[src/sv/ntppoc_pkg.sv]
package ntppoc_pkg;

   localparam int QUEUE_DEPTH_DEF = 4;
   localparam int CSR_INDEX_W = 2;

   localparam logic [CSR_INDEX_W-1:0] CSR_SERVER_ADDR = 2'd0;
   localparam logic [CSR_INDEX_W-1:0] CSR_UTC_OFFSET = 2'd1;
   localparam logic [CSR_INDEX_W-1:0] CSR_POLL_INTERVAL = 2'd2;
   localparam logic [CSR_INDEX_W-1:0] CSR_TIMEOUT = 2'd3;

   localparam logic OP_TICK = 1'b0;
   localparam logic OP_REPLY = 1'b1;

   localparam int MODE_SERVER_BIT = 2;

   localparam logic [31:0] POLL_INTERVAL_RST = 32'd1024000;
   localparam logic [31:0] TIMEOUT_RST = 32'd3000;

   localparam logic [31:0] EPOCH_GAP = 32'h83aa7e80;
   localparam logic [20:0] ONE_MILLION = 21'd1000000;
   localparam logic [19:0] HALF_MILLION = 20'd500000;

   // micros to binary fraction
   localparam logic [31:0] M2F_MUL_A = 32'd4294;
   localparam logic [31:0] M2F_MUL_B = 32'd1981;
   localparam logic [31:0] M2F_MUL_C = 32'd2911;
   localparam int M2F_SHIFT_B = 11;
   localparam int M2F_SHIFT_C = 28;

   // binary fraction to micros
   localparam logic [22:0] F2U_ROUND = 23'd32768;
   localparam logic [16:0] F2U_MUL = 17'd759;

   typedef enum logic [1:0] {
      ST_IDLE = 2'd0,
      ST_WAITING = 2'd1,
      ST_FAILED = 2'd2
   } status_type;

   typedef struct packed {
      logic               opcode;
      logic [31:0]        now_ms;
      logic [31:0]        local_seconds;
      logic [19:0]        local_micros;
      logic               reply_length_ok;
      logic [31:0]        reply_from_addr;
      logic [7:0]         reply_mode_byte;
      logic [31:0]        recv_seconds;
      logic [31:0]        recv_fraction;
      logic [31:0]        xmit_seconds;
      logic [31:0]        xmit_fraction;
   } req_type;

   typedef struct packed {
      logic               send_request;
      logic [31:0]        origin_seconds;
      logic [31:0]        origin_fraction;
      logic               set_clock;
      logic [31:0]        new_seconds;
      logic [19:0]        new_micros;
      logic signed [31:0] offset_seconds;
      logic [19:0]        offset_micros;
      logic [1:0]         status;
   } rsp_type;

   typedef struct packed {
      logic [31:0]        server_addr;
      logic signed [16:0] utc_offset_seconds;
      logic [31:0]        poll_interval_ms;
      logic [31:0]        timeout_ms;
   } cfg_type;

   typedef struct packed {
      logic       send_request;
      logic       set_clock;
      status_type status;
   } ctl_type;

   typedef struct packed {
      ctl_type     ctl;
      logic [31:0] local_seconds;
      logic [19:0] local_micros;
      logic [31:0] org_seconds;
      logic [19:0] org_micros;
      logic [31:0] recv_seconds;
      logic [31:0] recv_fraction;
      logic [31:0] xmit_seconds;
      logic [31:0] xmit_fraction;
   } entry_type;

   function automatic logic [19:0] frac_to_micros(input logic [31:0] f);
      logic [22:0] r;
      logic [16:0] c;
      r = {1'b0, f[31:10]} + F2U_ROUND;
      c = 17'(r[22:16]) * F2U_MUL;
      return f[31:12] - 20'(c);
   endfunction

endpackage

[src/sv/ntppoc_front.sv]
module ntppoc_front (
   input  logic                  clock,
   input  logic                  reset,
   input  ntppoc_pkg::cfg_type   cfg,
   input  logic                  req_valid,
   output logic                  req_ready,
   input  ntppoc_pkg::req_type   req_data,
   output logic                  push_valid,
   input  logic                  push_ready,
   output ntppoc_pkg::entry_type push_entry
);
   import ntppoc_pkg::*;

   status_type  status_ff, status_in;
   logic [31:0] last_poll_ff, last_poll_in;
   logic [31:0] request_ms_ff, request_ms_in;
   logic [31:0] org_sec_ff, org_sec_in;
   logic [19:0] org_us_ff, org_us_in;

   logic accept, enabled, poll_due, got_reply, timed_out;
   logic send_request, set_clock;
   logic [31:0] utc32;

   assign req_ready  = push_ready;
   assign push_valid = req_valid;
   assign accept     = req_valid && push_ready;
   assign utc32      = {{15{cfg.utc_offset_seconds[16]}}, cfg.utc_offset_seconds};

   always_comb begin
      enabled   = (cfg.server_addr != '0);
      poll_due  = ((req_data.now_ms - last_poll_ff) > cfg.poll_interval_ms);
      timed_out = ((req_data.now_ms - request_ms_ff) > cfg.timeout_ms);
      got_reply = (req_data.opcode == OP_REPLY) && req_data.reply_length_ok
                  && (req_data.reply_from_addr == cfg.server_addr);
   end

   // next state
   always_comb begin
      status_in = status_ff;
      if (accept && enabled) begin
         case (status_ff)
            ST_IDLE, ST_FAILED: begin
               if (poll_due) begin
                  status_in = ST_WAITING;
               end
            end
            ST_WAITING: begin
               if (got_reply) begin
                  status_in = ST_IDLE;
               end else if (timed_out) begin
                  status_in = ST_FAILED;
               end
            end
            default: status_in = status_ff;
         endcase
      end
   end

   // outputs
   always_comb begin
      send_request  = 1'b0;
      set_clock     = 1'b0;
      last_poll_in  = last_poll_ff;
      request_ms_in = request_ms_ff;
      org_sec_in    = org_sec_ff;
      org_us_in     = org_us_ff;
      if (accept && enabled) begin
         case (status_ff)
            ST_IDLE, ST_FAILED: begin
               if (poll_due) begin
                  send_request  = 1'b1;
                  request_ms_in = req_data.now_ms;
                  org_sec_in    = req_data.local_seconds - utc32 + EPOCH_GAP;
                  org_us_in     = req_data.local_micros;
               end
            end
            ST_WAITING: begin
               if (got_reply && req_data.reply_mode_byte[MODE_SERVER_BIT]) begin
                  set_clock    = 1'b1;
                  last_poll_in = req_data.now_ms;
               end
            end
            default: send_request = 1'b0;
         endcase
      end
   end

   always_comb begin
      push_entry.ctl.send_request = send_request;
      push_entry.ctl.set_clock    = set_clock;
      push_entry.ctl.status       = status_in;
      push_entry.local_seconds    = req_data.local_seconds;
      push_entry.local_micros     = req_data.local_micros;
      push_entry.org_seconds      = org_sec_ff;
      push_entry.org_micros       = org_us_ff;
      push_entry.recv_seconds     = req_data.recv_seconds;
      push_entry.recv_fraction    = req_data.recv_fraction;
      push_entry.xmit_seconds     = req_data.xmit_seconds;
      push_entry.xmit_fraction    = req_data.xmit_fraction;
   end

   always_ff @(posedge clock) begin
      if (reset) begin
         status_ff     <= ST_IDLE;
         last_poll_ff  <= '0;
         request_ms_ff <= '0;
         org_sec_ff    <= '0;
         org_us_ff     <= '0;
      end else begin
         status_ff     <= status_in;
         last_poll_ff  <= last_poll_in;
         request_ms_ff <= request_ms_in;
         org_sec_ff    <= org_sec_in;
         org_us_ff     <= org_us_in;
      end
   end

endmodule

[config.mk]
export PLATFORM = sky130hd
export DESIGN_NAME = ntppoc_front
export DESIGN_NICKNAME = d
export VERILOG_FILES = /design/src/sv/ntppoc_pkg.sv /design/src/sv/ntppoc_front.sv
export SDC_FILE = /design/constraint.sdc
export NUM_CORES = 1
export LEC_CHECK = 0
export BUFFER_PORTS_ARGS = -buffer_cell sky130_fd_sc_hd__buf_2
export CAP_MARGIN = 20
export CORE_AREA = 2 2 240 242
export CTS_BUF_LIST = sky130_fd_sc_hd__clkbuf_8
export DETAILED_ROUTE_END_ITERATION = 10
export DIE_AREA = 0 0 242 244
export GPL_TIMING_DRIVEN = 0
export PLACE_DENSITY = 0.57
export SLEW_MARGIN = 20
export SYNTH_ARGS = -nofsm -noshare
export SYNTH_HDL_FRONTEND = slang
export SYNTH_SLANG_ARGS = --single-unit
[constraint.sdc]
create_clock -name clock -period 6.7 [get_ports clock]
set_clock_uncertainty 0.05 [all_clocks]
set_input_delay 0.67 -clock clock [delete_from_list [all_inputs] [get_ports clock]]
set_output_delay 0.67 -clock clock [all_outputs]
set_load 0.03 [all_outputs]
* After elaboration in Yosys (flattened, before gate mapping)
Index checks and enable logic that the tools add are counted.
Widths: inputs -> output; s select.
** Operators by class
- $lt $le $gt $ge :: 2
- Equality and inequality tests :: 3
- Mux-type cells :: 11
- Reduce and logical (&&, ||, !) cells :: 10
- $add $sub $neg :: 4
** Operator list (number)
- $sub 32x32->32 :: 3
- $gt 32x32->1 :: 2
- $add 32x32->32 const B :: 1
- $eq 32x32->1 :: 1
- $reduce_bool 32->1 :: 1
- $mux 2 :: 4
- $mux 1 :: 6
- $reduce_and 3->1 :: 2
- $logic_and 1x1->1 :: 5
- $pmux 2 s2 :: 1
- $eq 2x1->1 const B :: 1
- $eq 2x2->1 const B :: 1
- $logic_not 2->1 :: 1
- $reduce_or 2->1 :: 1
** Storage, ports and cells
- Register bits :: 118
- Output and inout bits :: 238

* Logic depth before layout (Yosys ltp)
- Word-level depth :: 6
- Mapped depth :: 25
- Depth with buffers taken out :: 23

* Worst setup path before layout
No wires, ideal clock.
- Kind :: input to output
- From :: in req_data[221] (netlist name)
- To :: out push_entry[232] (netlist name)
- Stages :: 22
- Buffers on the path :: 0
- Arrival time :: 4.752 ns
- Setup slack :: 1.228 ns
- Required time :: 5.980 ns
- Cell sequence :: inv_1 ha_1 inv_1 fa_1 nand2_1 a21oi_1 o31ai_1 o21ai_0 a311o_1 nand2_1 o2111ai_1 a21oi_1 xnor2_1 ha_1 nand4_1 or4_1 nor4_1 nor3_1 a21oi_1 o211a_1 o31ai_1 nand2_1
** RTL lines
- start, declared :: RTL line ntppoc_front.sv:7 : input ntppoc_pkg::req_type req_data,
- end, declared :: RTL line ntppoc_front.sv:10 : output ntppoc_pkg::entry_type push_entry

==> out/results.ini <==
[cells_and_area]
layout.nets=2718
most-common-layout-cells=buf_2, inv_1, buf_4
drive_gt1_frac=0.334
fin_area_um2=16400
final_common_cell=buf_2
syn_to_final_growth_pct=29.4

[global_routing]
grt_first_pass_wirelength_um=66300
track_usage=0.144
grt_max_degree=20
gr-total-overflow=0
antenna_found_initial=8
grt_pass1_vias=12000

[clocking]
cts_buffers=17
cts_max_level=4
root_buffer=clkbuf_8
clock_latency_ps=480
path_clk_slew_ps=70
cts_buffer_depth=2
cts_num_sinks=118
tritoncts=yes

[floorplan]
die-area_um2=59000
io_pins=609
die_h_um=244
coreArea_um2=56200
initial_utilization=0.226
die_w_um=242
rows=87

[sta]
hold_viol_final=0
period_minus_slack_ps=6460
maxSlewViolCount=0
fin_setup_tns_ps=0
setup_viol=0
slew_headroom=0.528
worst_pin_slew_ps=708
hold_slack_ps=394
fmax_ghz=0.155
period_share=0.964

[yosys]
synth_cell_type_count=67
netlist_area_um2=12700
synth_seq_cells=118
yosys_warnings=0
yosysSeqAreaShare=0.186
synth_edf_count=0
synth-async-reset-ratio=0
synth-main-ff-cell=dfxtp_1
syn_inst=1663
syn_avg_cell_area_um2=7.63
synth_nets=2224

[setup_path]
cpLargestDelayFamily=compound AO/OA/AOI/OAI gates
reg2reg_from=last_poll_ff[0]$_SDFFE_PP0P_
crit_buf_inv=5
path_class=in -> out
required_ps=5980
crit_slowest_cell=or4_4
cpMostUsedCell=nand2_1
cp-end-kind=output pin
crit_path_start=req_data[221]
arrival_ps=5740
crit_path_start_kind=input port
worstPathMaxFanout=5
crit_path_max_incr_delay_ps=640

[detailed_routing]
drcViolationCount=0
wire_per_inst_um=14.9
dr_total_vias=12400
firstDrtPassIters=4
drt_iter0_markers=535
routed_via_density=4.24
ant_nets=0
wl_um=43800

[place]
port_buffers=473
place_congestion=0.867
postPlaceCellArea_um2=16000
dp_hpwl_um=37600

[power]
irDropWorstVdd_v=0.000115
leakagePower_nw=8.07
power_density_nw_per_um2=158

[worst_hold_path]
min_from=req_data[173]
hold_class=in -> reg

[status]
outcome=completed

[flow_run]
maxCapViolations=0

==> power breakdown <==
part           leakage, nW  internal, mW  total [mW]  switching [mW]
registers            0.955         0.731       0.744          0.0130
clock network        0.193         0.292       0.610           0.319
logic                 6.92         0.519        1.24           0.724
==> cell type report <==
type / instances / area (um2)
diodes: 2 / 5.00
plain buffers: 219 / 1550
clock buffers: 18 / 248
clock inverters: 13 / 95.1
fillers: 6220 / 39700
inverters: 194 / 728
multi-input cells: 1131 / 8100
flip-flops and latches: 118 / 2360
well taps: 756 / 946
repair buffers: 476 / 2390
==> synth_stat cells (12+ instances only) <==
| cell | number | area (um2) |
|---|---|---|
| a211oi_1 | 14 | 105 |
| a21o_1 | 40 | 300 |
| a21oi_1 | 152 | 761 |
| buf_4 | 189 | 1420 |
| clkbuf_1 | 19 | 71.3 |
| dfxtp_1 | 118 | 2360 |
| ha_1 | 187 | 2340 |
| inv_1 | 193 | 724 |
| mux2i_1 | 48 | 480 |
| nand2_1 | 117 | 439 |
| nand2b_1 | 13 | 81.3 |
| nand3_1 | 23 | 115 |
| nand4_1 | 26 | 163 |
| nor2_1 | 163 | 612 |
| nor2b_1 | 15 | 93.8 |
| nor3_1 | 12 | 60.1 |
| nor4_1 | 17 | 106 |
| o21a_1 | 17 | 128 |
| o21ai_0 | 57 | 285 |
| xnor2_1 | 70 | 613 |
| xor2_1 | 40 | 350 |
==> sequential cells by signal, summed over array words and instances (netlist names) <==
name           flops
org_sec_ff        32
org_us_ff         20
last_poll_ff      32
request_ms_ff     32
status_ff          2
==> cell families (layout without fill, tap and decap cells) <==
kind of cell	after synthesis	count (layout)	share of synthesized area
mux	48	48	0.0378
compound gates	362	362	0.181
simple gates	421	421	0.151
buf+inv	414	920	0.179
xor+xnor	110	110	0.0759
flops	118	118	0.186
fa+ha+maj	190	190	0.189
other cells	0	2	0
==> stage by stage <==
stage,instances,utilization,power [mW],setup slack (ps)
floorplan,1663,-,1.64,1230
global placement,2892,0.285,2.00,-1110
detailed placement,2892,0.285,2.00,-770
CTS,2923,0.292,2.64,48.4
global route,2926,0.293,2.81,-1.87
finish,2927,0.293,2.60,245
==> worst register-to-register path, delay by kind of cell (launching register included) <==
family	cells	cell delay (ps)
flops	1	330
buf+inv	4	690
compound gates	8	2110
xor+xnor	1	150
fa+ha+maj	3	910
mux	1	230
simple gates	4	880
==> worst paths after layout <==
| check | cells past startpoint | end | slack, ps |
|---|---|---|---|
| worst max-delay path | 25 | push_entry[232] | 240 |
| worst min-delay path | 3 | org_us_ff[4]$_SDFFE_PP0P_ | 390 |
| worst max register to register | 21 | org_us_ff[13]$_SDFFE_PP0P_ | 1230 |
| worst min register to register | 2 | last_poll_ff[22]$_SDFFE_PP0P_ | 400 |
==> layer usage <==
layer	wire length [um]	vias up	GRT usage
met5	70	-	0
met2	20400	390	0.242
met1	19200	5489	0.177
met3	3520	39	0.0530
li1	-	6482	-
met4	571	12	0.0290
==> what timing repair did <==
action / CTS / global route
resized for setup: 7 / 7
setup endpoints to repair: 3 / 3
hold buffers: 0 / 0
buffers inserted: 1 / 2
pin swaps: 1 / 0
Note: power is estimated with default switching activity, not from simulation.
