## config.mk

```make
export PLATFORM = sky130hd
export DESIGN_NAME = ntppoc_fifo
export DESIGN_NICKNAME = d
export VERILOG_FILES = /design/src/sv/ntppoc_pkg.sv /design/src/sv/ntppoc_fifo.sv
export SDC_FILE = /design/constraint.sdc
export NUM_CORES = 1
export LEC_CHECK = 0
export ABC_CLOCK_PERIOD_IN_PS = 6210
export BUFFER_PORTS_ARGS = -buffer_cell sky130_fd_sc_hd__buf_2
export CAP_MARGIN = 10
export CORE_UTILIZATION = 50
export CTS_BUF_LIST = sky130_fd_sc_hd__clkbuf_8 sky130_fd_sc_hd__clkbuf_16
export DETAILED_ROUTE_END_ITERATION = 8
export GPL_TIMING_DRIVEN = 0
export PLACE_DENSITY_LB_ADDON = 0.3
export SLEW_MARGIN = 5
export SYNTH_ARGS = -nofsm -noshare
export SYNTH_HDL_FRONTEND = slang
export SYNTH_SLANG_ARGS = --single-unit
```

## constraint.sdc

```tcl
create_clock -name clock -period 6.21 [get_ports clock]
set_input_delay 0 -clock clock [delete_from_list [all_inputs] [get_ports clock]]
set_output_delay 0 -clock clock [all_outputs]
set_load 0.01 [all_outputs]
```

## src/sv/ntppoc_pkg.sv

```systemverilog
package ntppoc_pkg;

   localparam int QUEUE_DEPTH_DEF = 4;
   localparam int CSR_INDEX_W = 2;

   localparam logic [CSR_INDEX_W-1:0] CSR_SERVER_ADDR = 2'd0;
   localparam logic [CSR_INDEX_W-1:0] CSR_UTC_OFFSET = 2'd1;
   localparam logic [CSR_INDEX_W-1:0] CSR_POLL_INTERVAL = 2'd2;
   localparam logic [CSR_INDEX_W-1:0] CSR_TIMEOUT = 2'd3;

   localparam logic OP_TICK = 1'b0;
   localparam logic OP_REPLY = 1'b1;

   localparam int MODE_SERVER_BIT = 2;

   localparam logic [31:0] POLL_INTERVAL_RST = 32'd1024000;
   localparam logic [31:0] TIMEOUT_RST = 32'd3000;

   localparam logic [31:0] EPOCH_GAP = 32'h83aa7e80;
   localparam logic [20:0] ONE_MILLION = 21'd1000000;
   localparam logic [19:0] HALF_MILLION = 20'd500000;

   // micros to binary fraction
   localparam logic [31:0] M2F_MUL_A = 32'd4294;
   localparam logic [31:0] M2F_MUL_B = 32'd1981;
   localparam logic [31:0] M2F_MUL_C = 32'd2911;
   localparam int M2F_SHIFT_B = 11;
   localparam int M2F_SHIFT_C = 28;

   // binary fraction to micros
   localparam logic [22:0] F2U_ROUND = 23'd32768;
   localparam logic [16:0] F2U_MUL = 17'd759;

   typedef enum logic [1:0] {
      ST_IDLE = 2'd0,
      ST_WAITING = 2'd1,
      ST_FAILED = 2'd2
   } status_type;

   typedef struct packed {
      logic               opcode;
      logic [31:0]        now_ms;
      logic [31:0]        local_seconds;
      logic [19:0]        local_micros;
      logic               reply_length_ok;
      logic [31:0]        reply_from_addr;
      logic [7:0]         reply_mode_byte;
      logic [31:0]        recv_seconds;
      logic [31:0]        recv_fraction;
      logic [31:0]        xmit_seconds;
      logic [31:0]        xmit_fraction;
   } req_type;

   typedef struct packed {
      logic               send_request;
      logic [31:0]        origin_seconds;
      logic [31:0]        origin_fraction;
      logic               set_clock;
      logic [31:0]        new_seconds;
      logic [19:0]        new_micros;
      logic signed [31:0] offset_seconds;
      logic [19:0]        offset_micros;
      logic [1:0]         status;
   } rsp_type;

   typedef struct packed {
      logic [31:0]        server_addr;
      logic signed [16:0] utc_offset_seconds;
      logic [31:0]        poll_interval_ms;
      logic [31:0]        timeout_ms;
   } cfg_type;

   typedef struct packed {
      logic       send_request;
      logic       set_clock;
      status_type status;
   } ctl_type;

   typedef struct packed {
      ctl_type     ctl;
      logic [31:0] local_seconds;
      logic [19:0] local_micros;
      logic [31:0] org_seconds;
      logic [19:0] org_micros;
      logic [31:0] recv_seconds;
      logic [31:0] recv_fraction;
      logic [31:0] xmit_seconds;
      logic [31:0] xmit_fraction;
   } entry_type;

   function automatic logic [19:0] frac_to_micros(input logic [31:0] f);
      logic [22:0] r;
      logic [16:0] c;
      r = {1'b0, f[31:10]} + F2U_ROUND;
      c = 17'(r[22:16]) * F2U_MUL;
      return f[31:12] - 20'(c);
   endfunction

endpackage

```

## src/sv/ntppoc_fifo.sv

```systemverilog
module ntppoc_fifo #(
   parameter int DEPTH = ntppoc_pkg::QUEUE_DEPTH_DEF
) (
   input  logic                  clock,
   input  logic                  reset,
   input  logic                  wr_valid,
   output logic                  wr_ready,
   input  ntppoc_pkg::entry_type wr_data,
   output logic                  rd_valid,
   input  logic                  rd_ready,
   output ntppoc_pkg::entry_type rd_data
);
   import ntppoc_pkg::*;

   localparam int PTR_W = (DEPTH > 1) ? $clog2(DEPTH) : 1;
   localparam int CNT_W = $clog2(DEPTH + 1);

   entry_type        mem_ff [DEPTH];
   logic [PTR_W-1:0] wr_ptr_ff, wr_ptr_in;
   logic [PTR_W-1:0] rd_ptr_ff, rd_ptr_in;
   logic [CNT_W-1:0] count_ff, count_in;
   logic             push, pop;

   assign wr_ready = (count_ff != CNT_W'(DEPTH));
   assign rd_valid = (count_ff != '0);
   assign rd_data  = mem_ff[rd_ptr_ff];
   assign push     = wr_valid && wr_ready;
   assign pop      = rd_valid && rd_ready;

   always_comb begin
      wr_ptr_in = wr_ptr_ff;
      rd_ptr_in = rd_ptr_ff;
      count_in  = count_ff;
      if (push) begin
         wr_ptr_in = (wr_ptr_ff == PTR_W'(DEPTH - 1)) ? '0 : wr_ptr_ff + 1'b1;
      end
      if (pop) begin
         rd_ptr_in = (rd_ptr_ff == PTR_W'(DEPTH - 1)) ? '0 : rd_ptr_ff + 1'b1;
      end
      if (push && !pop) begin
         count_in = count_ff + 1'b1;
      end else if (pop && !push) begin
         count_in = count_ff - 1'b1;
      end
   end

   always_ff @(posedge clock) begin
      if (reset) begin
         wr_ptr_ff <= '0;
         rd_ptr_ff <= '0;
         count_ff  <= '0;
      end else begin
         wr_ptr_ff <= wr_ptr_in;
         rd_ptr_ff <= rd_ptr_in;
         count_ff  <= count_in;
      end
   end

   always_ff @(posedge clock) begin
      if (push) begin
         mem_ff[wr_ptr_ff] <= wr_data;
      end
   end

endmodule

```

Yosys cells after proc, flatten, opt, wreduce, memory -nomap -nowiden
Memory sizes are Yosys's and may differ from the RTL's. A register that Yosys moved wholly into a read port is not among the register bits.
Index checks and enable logic that the tools add are counted.
{"block": "op_classes", "n_addsub": 4, "eq_ne": 3, "muxes": 8, "n_reduce_logical": 8}
{"op": "$mux 2", "n": 4}
{"op": "$mux 3", "n": 2}
{"op": "$add 2x1->2 const B", "n": 2}
{"op": "$eq 2x2->1 const B", "n": 2}
{"op": "$logic_and 1x1->1", "n": 4}
{"op": "$add 3x1->3 const B", "n": 1}
{"op": "$ne 3x3->1 const B", "n": 1}
{"op": "$reduce_bool 3->1", "n": 1}
{"op": "$sub 3x1->3 const B", "n": 1}
{"op": "$logic_not 1->1", "n": 2}
{"op": "$mux 1", "n": 2}
{"op": "$reduce_bool 2->1", "n": 1}
{"block": "word_totals", "out_inout_bits": 238, "input_bits": 240, "mem_bits_rw": 944, "memories": 1, "wordCells": 27, "reg_bits": 7}
{"name": "mem_ff", "depth": 4, "word_bits": 236, "read_ports": 1, "rd_ports_with_merged_regs": 1, "wr": 1, "line": "ntppoc_fifo.sv:18", "source": "entry_type mem_ff [DEPTH];"}

Logic depth before layout (Yosys ltp)
Gate-level depths: netlist of the first run.
{"block": "logic_depth", "ltp_word": 6, "ltp_mapped": 9, "ltp_nobuf": 8}

Least setup slack after synthesis of the first run
Ideal clock, no wire load.
{"block": "synth_path", "path_type": "reg-to-reg", "startpoint": "reg count_ff[0]", "endpoint": "mem mem_ff[0][0] (netlist bit) (enable)", "n_path_buf": 1, "arrival_time_ns": 6.148, "path_slack_ns": -0.567, "setup_ns": 0.629, "path_stages_with_launch": 4, "required_time_ns": 5.581, "cell_sequence": "dfxtp_1 or3b_1 clkbuf_2 and3_1"}
{"block": "synth_between", "elab_chain_len": 4}
{"item": "start, declared", "line": "ntppoc_fifo.sv:21", "source": "logic [CNT_W-1:0] count_ff, count_in;"}
{"item": "start signal, assigned", "line": "ntppoc_fifo.sv:55", "source": "count_ff <= count_in;"}
{"item": "$ne 3x3->1", "line": "ntppoc_fifo.sv:24", "source": "assign wr_ready = (count_ff != CNT_W'(DEPTH));"}
{"item": "named net wr_ready", "line": "ntppoc_fifo.sv:7", "source": "output logic wr_ready,"}
{"item": "$logic_and 1x1->1", "line": "ntppoc_fifo.sv:27", "source": "assign push = wr_valid && wr_ready;"}
{"item": "$mux 1", "line": "ntppoc_fifo.sv:60", "source": "if (push) begin"}
{"item": "$mux 1 (implied by the code)", "line": "ntppoc_fifo.sv:61", "source": "mem_ff[wr_ptr_ff] <= wr_data;"}
{"item": "end, declared", "line": "ntppoc_fifo.sv:18"}
The timed path passes the listed nets, and every way through them passes these cells.

Worst setup path in the final report of the first run
{"block": "layout_path", "startpoint": "reg count_ff[0]", "endpoint": "mem mem_ff[0][110] (netlist bit) (enable)"}
{"block": "layout_between", "elab_chain_len": 4}
{"item": "$ne 3x3->1", "line": "ntppoc_fifo.sv:24"}
{"item": "$logic_and 1x1->1", "line": "ntppoc_fifo.sv:27"}
{"item": "$mux 1", "line": "ntppoc_fifo.sv:60"}
{"item": "$mux 1 (implied by the code)", "line": "ntppoc_fifo.sv:61"}
No other way between the ends.

==> results of run 1 <==
[per-stage QoR]
step | hold slack, ns | setup TNS [ns] | area, um^2
global route | 0.0872 | 0 | 43900
CTS | 0.0735 | 0 | 43900
finish | 0.110 | 0 | 43900
global placement | 0.208 | -87.12 | 37900
floorplan | 0.0989 | 0 | 34400
detailed placement | 0.215 | 0 | 38500
[area by class of cell]
cell class | instances | area [um^2]
diodes | 5 | 12.5
plain buffers | 54 | 313
clock buffers | 98 | 2450
clock inverters | 78 | 557
fillers | 4322 | 23700
inverters | 3 | 11.3
multi-input cells | 270 | 5610
flip-flops and latches | 953 | 28500
well taps | 873 | 1090
repair buffers | 739 | 5330
[cell families after synthesis]
group | count (synthesis)
xor+xnor | 2
compound gates | 5
flops | 953
fa+ha+maj | 7
mux | 239
simple gates | 17
buf+inv | 57
[state kept, by name, indices dropped and copies added (netlist names), named ones only]
name       count
count_ff       3
rd_ptr_ff      2
mem_ff       944
wr_ptr_ff      2
[worst paths after layout]
kind                              startpoint        endpoint  cells past startpoint
worst max-delay path             count_ff[0]  mem_ff[0][110]                      6
worst min-delay path            wr_data[202]  mem_ff[0][202]                      2
worst max register to register   count_ff[0]  mem_ff[0][110]                      6
worst min register to register  rd_ptr_ff[0]    rd_ptr_ff[0]                      2
[cell usage in the layout, fill, tap and decap left out, types with 10 or more instances in the layout]
| master | Yosys | final |
|---|---|---|
| inv_1 | 3 | 23 |
| dlygate4sd3_1 | 0 | 241 |
| mux4_2 | 236 | 236 |
| buf_16 | 0 | 13 |
| clkinv_1 | 0 | 28 |
| clkbuf_16 | 0 | 98 |
| clkinv_2 | 0 | 14 |
| buf_2 | 27 | 503 |
| buf_4 | 10 | 10 |
| edfxtp_1 | 944 | 944 |
[power groups by stage]
stage	Sequential (uW)	Clock [uW]	Combinational (uW)
final	7920	5440	3510
after global placement	8180	0	3290
after floorplan	8090	0	2020
after detailed placement	8050	0	3440
after global routing	7970	5800	3760
after CTS	7920	5550	3590
[routing by layer]
| metal | routed length (um) | GRT usage [%] | share of wire, % | up-vias |
|---|---|---|---|---|
| met5 | 25 | 0 | 0.035 | - |
| met4 | 2080 | 7.35 | 2.9 | 4 |
| met3 | 5590 | 5.70 | 7.9 | 125 |
| met2 | 35800 | 33.9 | 50 | 565 |
| met1 | 27700 | 26.2 | 39 | 8651 |
| li1 | - | - | - | 7296 |
[repair_timing]
action                                 4_1_cts  5_1_grt
endpoints found under the hold margin      953        0
hold buffers                               241        0
setup buffers                                0        0
[critical path: stages (launching register included)]
cell and delay [ns]:
dfxtp_1 0.42, or3b_1 0.14, clkbuf_2 0.17, and3_4 0.69, buf_16 0.35, buf_16 0.30, buf_12 0.25
==> results.md, run 1 <==
- Post-Syn Nets: 1527
- Post-place setup slack: 3.42 ns
- Initial DRC Count: 1074
- Largest family of logic cells by synthesized area: multiplexers
- Synth area leader: edfxtp_1
- PortBufs: 476
- Ports: 478
- Clk pin slew, worst setup/hold paths: 0.06 ns
- Worst Skew: 0.0146 ns
- Final Max Slew Viols: 0
- P_sw: 4340 uW
- Max-Cap Viols: 0
- Synth Cell Area: 34400 um^2
- Unrepaired setup endpoints after global routing: no
- ANT nets after route: 0
- Largest net degree at the start of global routing: 52
- Root Driver: clkbuf_16
- Synth Area in Compound Gates: 0.102%
- CTS tree: built
- Synth cell count leaders: edfxtp_1, mux4_2, buf_2
- Synth cell types: 27
- Num Clock Sinks: 953
- Logic pwr share: 20.8%
- NumNets Final: 2364
- Switch share: 25.7%
- Worst slew pin tran: 0.788 ns
- Count of cells resized by post-cts repair: 0
- Clk buf depth: 3
- Die X: 264 um
- Post-detail-place hpwl: 43900 um
- Count leader, synth: edfxtp_1
- Min-Delay Path Class: in -> reg
- Post-synthesis mux area share: 15.5%
- Post-synth top area share: 82.3%
- Worst skew pair latency: 0.62 ns
- First-pass GRT wire length: 108000 um
- Initial core utilization: 50.9%
- Final core utilization: 64.9%
- Total gr overflow: 0
- Syn_area_per_cell: 26.9 um^2
- Ratio of cells with drive above 1 in the final layout: 41.5%
- Max transition margin: 47.5%
- Worst-path fanout max: 47
- Post-synthesis adder-cell area fraction: 0.276%
- Area growth syn-to-layout: 27.5%
- Synth Flop Type: edfxtp_1
- YS warnings: 0
- Internal: 12500 uW
- Routed vias/inst: 5.42
- Total number of vias: 16600
- H-tree levels: 3
- Worst EP required: 6.52 ns
- Fin crit period: 2.71 ns
- Final std cells w/o fill: 3073
- Reg-to-reg slack, setup: 3.50 ns
- Drt pass-1 iters: 7
- Gpl congestion: 0.737
- Share of power burned in registers: 46.9%
- Fmax achieved: 369 MHz
- Startpoint types: flop
- Cell Rows: 95
- Core ar.: 67600 um^2
- Worst Setup Path Type: reg -> reg
- Total CTS buffers: 96
- Top cells by area, synth: edfxtp_1, mux4_2, dfxtp_1
- Final setup margin: 3.50 ns
- #FFs+latches synth: 953
- Post-Synthesis Cells: 1280
- DRC viols: 0
- Final worst path period share: 43.6%
- Placed cells: 2651
- # setup viols final: 0
- Crit end category: flop
- Simple-Gate Fraction of Synth Area: 0.287%
- Post-synth EDFFs: 944
- Wire per inst: 23.2 um
- Pwr/cell area: 384 nW/um^2
- DIE HEIGHT: 264 um
- Data arrival time of the worst path: 3.02 ns
- Worst vdd ir: 353 uV
- DIE AREA: 69900 um^2
- Initial antenna violation count: 7
- Total track usage: 20.5%
- Vias in the first global route: 18000
- Post-synth ARST share: 0%
- Fin. Hold Viols: 0
- Routed WL: 71200 um
- Status: finished clean
- Post-route total power: 16900 uW
- Clock share of power: 32.2%
- Xor and xnor area share after synthesis: 0.0509%
- Post-synthesis sequential area ratio: 82.8%
- Leak Pwr: 0.0150 uW
Power figures use the tool's default switching activity.
==> run 2, diff against run 1 <==
ABC_CLOCK_PERIOD_IN_PS = 2200   (was 6210)
clock period = 2.2 ns   (was 6.21 ns; I/O delays follow)
==> run 2 against run 1 <==
  * The flow now finishes with violations (setup timing)
  * Largest cell class unchanged
  * Setup slack worse by 3.5 ns
  * Core utilization is 1.8 points higher
  * Largest power group unchanged
  * Wire length increased by 4.6%
  * Critical path type is now reg -> out
  * Sequential cell count did not move
  * Combinational power grew to 3.3 times the previous value
==> results.md, run 2 (synthesis gave the netlist of run 1 again) <==
- Status: complete, but fails checks
- Failing checks: setup timing
- Data arrival time of the worst path: 2.21 ns
- Worst-path fanout max: 6
- Reg2reg start: count_ff[0]
- Area growth syn-to-layout: 31.0%
- Crit-path cells: buf_12 -> clkbuf_16 -> clkbuf_16 -> mux4_2 -> buf_6
- Core ar.: 67600 um^2
- Fin crit period: 2.21 ns
- Vias in the first global route: 18000
- Setup crit end: rd_data[199]
- Setup TNS: -0.00674 ns
- Worst Skew: 0.0237 ns
- Pwr/cell area: 1100 nW/um^2
- Most common cell after layout, fill and taps aside: edfxtp_1
- Total track usage: 21.1%
- Crit-path leading delay family: buffers and inverters
- Cell Rows: 95
- Max-Cap Viols: 0
- Total number of vias: 16800
- Initial DRC Count: 1220
- Clk buf depth: 3
- Ports: 478
- H-tree levels: 3
- Total CTS buffers: 93
- ANT nets after route: 0
- PortBufs: 476
- Cell mode on critical path: clkbuf_16
- # setup viols final: 1
- GR Util met3: 5.78%
- Initial antenna violation count: 8
- Ratio of cells with drive above 1 in the final layout: 42.7%
- DRC viols: 0
- Final setup margin: -0.00674 ns
- Worst vdd ir: 880 uV
- Routed vias/inst: 5.45
- Routed WL: 74400 um
- Die X: 264 um
- FILL cells: 4172
- Total gr overflow: 0
- Worst Setup Path Type: reg -> out
- Final worst path period share: 100%
- Final Max Slew Viols: 0
- Leak Pwr: 0.0155 uW
- Gpl congestion: 0.727
- Drt pass-1 iters: 4
- Crit end category: primary output
- Max transition margin: 49.4%
- Worst skew pair latency: 0.64 ns
- Post-detail-place hpwl: 43500 um
- Met1 Resource Use GR: 26.5%
- Largest net degree at the start of global routing: 53
- Num Clock Sinks: 953
- Worst R2R Path Depth: 9
- Fmax achieved: 453 MHz
- RR Endpoint: count_ff[2]
- NumNets Final: 2371
- Slowest cell on the critical path: mux4_2
- Cell count along the critical path: 5
- Worst stage delay on the critical path: 0.51 ns
- Min-Delay Path Class: in -> reg
- First-pass GRT wire length: 109000 um
- Worst EP required: 2.20 ns
- Worst hold margin: 0.103 ns
- Clk pin slew, worst setup/hold paths: 0.06 ns
- Wire per inst: 24.2 um
- Largest register by flop count: mem_ff
- Fin. Hold Viols: 0
- Root Driver: clkbuf_16
- DIE HEIGHT: 264 um
- Number of flip-flops in the largest register: 944
- CTS tree: built
- CP bufs+invs: 4
- Commonest cells after routing, fill and taps aside: edfxtp_1, buf_2, dlygate4sd3_1, mux4_2, clkbuf_16
- DIE AREA: 69900 um^2
- Unrepaired setup endpoints after global routing: yes
- Startpoint types: flop
- Gr busiest metal: met2
- Worst slew pin tran: 0.758 ns
- Initial core utilization: 50.9%
- Reg-to-reg slack, setup: 0.05 ns
- Biggest regs: mem_ff x944, count_ff x3
- Met2 GRT Util: 36.1%
[run 2: changes by cell type in the layout (fill, tap and decap cells not counted), sizes merged, moves of 2 or more]
cell / before / now
and3: 4 / 7
bufinv: 6 / 9
clkbuf: 103 / 112
clkinv: 46 / 35
dlygate4sd3: 241 / 239
inv: 27 / 29
[run 2: cell type report]
| class | instances | area [um^2] | share of cell area (%) |
|---|---|---|---|
| timing repair buffer | 746 | 6060 | 13.4 |
| tap | 873 | 1090 | 2.42 |
| sequential | 953 | 28500 | 63.3 |
| clock buffer | 100 | 2450 | 5.42 |
| buffer | 54 | 681 | 1.51 |
| clock inverter | 72 | 623 | 1.38 |
| multi-input combinational | 273 | 5650 | 12.5 |
| inverter | 3 | 11.3 | 0.0250 |
| antenna | 5 | 12.5 | 0.0277 |
[run 2: power by group]
group          internal [uW]  switching (uW)
clock network           9100            6550
logic                   5950            5680
registers              22000             431
total                  37000           12700
[run 2: worst min-delay path by stage]
stage / start / endpoint / slack [ns] / depth (start not counted)
finish: wr_data[94] / mem_ff[0][94] / 0.10 / 2
global route: wr_data[154] / mem_ff[0][154] / 0.08 / 2
CTS: wr_data[103] / mem_ff[1][103] / 0.06 / 2
detailed placement: wr_data[151] / mem_ff[0][151] / 0.21 / 1
global placement: wr_data[175] / mem_ff[2][175] / 0.21 / 1
floorplan: wr_data[0] / mem_ff[0][0] / 0.1 / 0
[run 2: per-stage QoR]
stage	power, uW	area, um^2	setup WS [ns]	util, %	cells
2_1_floorplan	28400	34500	-0.586	-	1280
3_3_place_gp	32200	37900	-1.98	56.1	2629
3_5_place_dp	32500	38400	-0.243	56.8	2647
4_1_cts	49000	44300	-0.0668	65.5	3067
5_1_grt	51500	45100	-0.0844	66.7	3078
6_report	49700	45100	-0.00674	66.7	3079
[run 2: what timing repair did]
action / in CTS / in global routing
pin swaps: 3 / 1
buffers inserted: 5 / 0
hold buffers: 239 / 0
setup endpoints to repair: 415 / 166
resized for setup: 96 / 128
gates cloned: 4 / 7
endpoints found under the hold margin: 953 / 0
[run 2: metal layers]
metal	up-vias	part of all wire (%)	routed length [um]
met5	-	0.047	35
met4	6	2.5	1860
met3	123	6.9	5120
met2	536	52	38900
met1	8804	38	28600
li1	7309	-	-
==> run 3, diff against run 2 <==
TNS_END_PERCENT = 5   (was not set)
==> run 3 against run 2 <==
  * The flow still finishes with violations (setup timing)
  * Wire length down 3.1%
  * Hold slack improved by 0.00054 ns
  * First-iteration DRC count is 13% lower
  * Design area decreased by 1.7%
  * Sequential power about the same
  * Critical path depth is 1 higher
  * Non-clock buffer count decreased by 6
  * Critical endpoint is now mem_ff[0][122]
==> results.md, run 3 (synthesis gave the netlist of run 1 again) <==
- Worst hold margin: 0.103 ns
- Post-detail-place hpwl: 43500 um
- Worst slew pin tran: 0.847 ns
- NumNets Final: 2364
- Crit-path leading delay family: buffers and inverters
- Total gr overflow: 0
- Number of flip-flops in the largest register: 944
- Total CTS buffers: 93
- CTS tree: built
- Final std cells w/o fill: 3074
- Post-route total power: 48500 uW
- Total track usage: 20.8%
- Clk buf depth: 3
- Clk pin slew, worst setup/hold paths: 0.06 ns
- Unrepaired setup endpoints after global routing: yes
- Initial antenna violation count: 9
- Fmax achieved: 454 MHz
- Placed cells: 2647
- Slowest cell on the critical path: or3b_1
- Core ar.: 67600 um^2
- Largest net degree at the start of global routing: 53
- Gpl congestion: 0.727
- Worst Skew: 0.0257 ns
- Worst stage delay on the critical path: 0.40 ns
- Startpoint types: flop
- Worst skew pair latency: 0.64 ns
- Initial core utilization: 50.9%
- DIE HEIGHT: 264 um
- H-tree levels: 3
- Largest register by flop count: mem_ff
- Area growth syn-to-layout: 28.8%
- CP bufs+invs: 4
- Biggest regs: mem_ff x944, count_ff x3
- Routed WL: 72200 um
- Max transition margin: 43.5%
- Drt pass-1 iters: 4
- Vias in the first global route: 17900
- Cell Rows: 95
- Routed vias/inst: 5.40
- Die X: 264 um
- Worst-path fanout max: 47
- Fin. Hold Viols: 0
- DRC viols: 0
- Leak Pwr: 0.0152 uW
- Crit-path cells: or3b_1 -> buf_8 -> and3_4 -> buf_16 -> buf_16 -> buf_16
- Initial DRC Count: 1057
- Data arrival time of the worst path: 2.56 ns
- Cell mode on critical path: buf_16
- Num Clock Sinks: 953
- Root Driver: clkbuf_16
- Worst EP required: 2.55 ns
- ANT nets after route: 0
- DIE AREA: 69900 um^2
- Final Max Slew Viols: 0
- PortBufs: 476
- Commonest cells after routing, fill and taps aside: edfxtp_1, buf_2, dlygate4sd3_1, mux4_2, clkbuf_16
- Pwr/cell area: 1090 nW/um^2
- Final worst path period share: 100%
- Worst Setup Path Type: reg -> reg
- Status: complete, but fails checks
- Total number of vias: 16600
- Final setup margin: -0.00271 ns
- # setup viols final: 4
- Ports: 478
- Min-Delay Path Class: in -> reg
- Most common cell after layout, fill and taps aside: edfxtp_1
- Max-Cap Viols: 0
- FILL cells: 4292
- Failing checks: setup timing
- Ratio of cells with drive above 1 in the final layout: 42.5%
- Wire per inst: 23.5 um
- Worst vdd ir: 874 uV
- Final core utilization: 65.6%
- Fin crit period: 2.20 ns
- First-pass GRT wire length: 108000 um
- Reg-to-reg slack, setup: -0.003 ns
- Crit end category: flop
-- run 3: cell count changes in the layout (fill, tap and decap cells not counted), sizes merged --
| cell | before | now |
|---|---|---|
| and3 | 7 | 6 |
| bufbuf | 1 | 0 |
| clkbuf | 112 | 105 |
| buf | 548 | 550 |
| diode | 5 | 7 |
-- run 3: where the power goes --
part           switching [uW]  internal [uW]
logic                    5420           5040
registers                 417          22000
clock network            6530           9100
-- run 3: path summary, 6_finish.rpt --
| kind | startpoint | endpoint | cells past startpoint |
|---|---|---|---|
| worst max register to register | count_ff[1] | mem_ff[0][122] | 6 |
| worst min-delay path | wr_data[94] | mem_ff[0][94] | 2 |
| worst min register to register | rd_ptr_ff[0] | flop | 2 |
| worst max-delay path | count_ff[1] | mem_ff[0][122] | 6 |
-- run 3: metrics by stage --
step / cell area, um^2 / setup TNS, ns / worst slack (ns)
2_1_floorplan: 34500 / -553.32 / -0.586
3_3_place_gp: 37900 / -1836.63 / -1.98
3_5_place_dp: 38400 / -20.43 / -0.243
4_1_cts: 44200 / -10.97 / -0.0825
5_1_grt: 44400 / -21.84 / -0.106
6_report: 44400 / -0.00917 / -0.00271
-- run 3: layout make-up --
cell class | instances | area (um^2) | share of cell area, %
Antenna cell | 7 | 17.5 | 0.0395
Buffer | 54 | 577 | 1.30
Clock buffer | 100 | 2450 | 5.51
Clock inverter | 72 | 623 | 1.40
Inverter | 3 | 11.3 | 0.0254
Multi-Input combinational cell | 272 | 5660 | 12.7
Sequential cell | 953 | 28500 | 64.3
Tap cell | 873 | 1090 | 2.46
Timing Repair Buffer | 740 | 5400 | 12.2
-- run 3: what timing repair did --
item | in CTS | in global routing
hold endpoints to repair | 953 | 0
setup endpoints to repair | 415 | 705
pin swaps | 4 | 0
buffers inserted | 2 | 5
hold buffers | 239 | 0
resized for setup | 79 | 24
gates cloned | 1 | 1
-- run 3: worst reg2reg max path, stage by stage (launching register included) --
cell     delay (ns)
dfxtp_4        0.37
or3b_1         0.40
buf_8          0.17
and3_4         0.19
buf_16         0.21
buf_16         0.25
buf_16         0.29
-- run 3: metal layers --
layer / track usage (%) / up-vias / wire length (um) / part of all wire (%)
met1: 26.1 / 8681 / 27900 / 39
met4: 5.99 / 6 / 1570 / 2.2
met2: 35.5 / 516 / 37600 / 52
met5: 0 / - / 35 / 0.048
met3: 5.69 / 104 / 5070 / 7.0
li1: - / 7290 / - / -
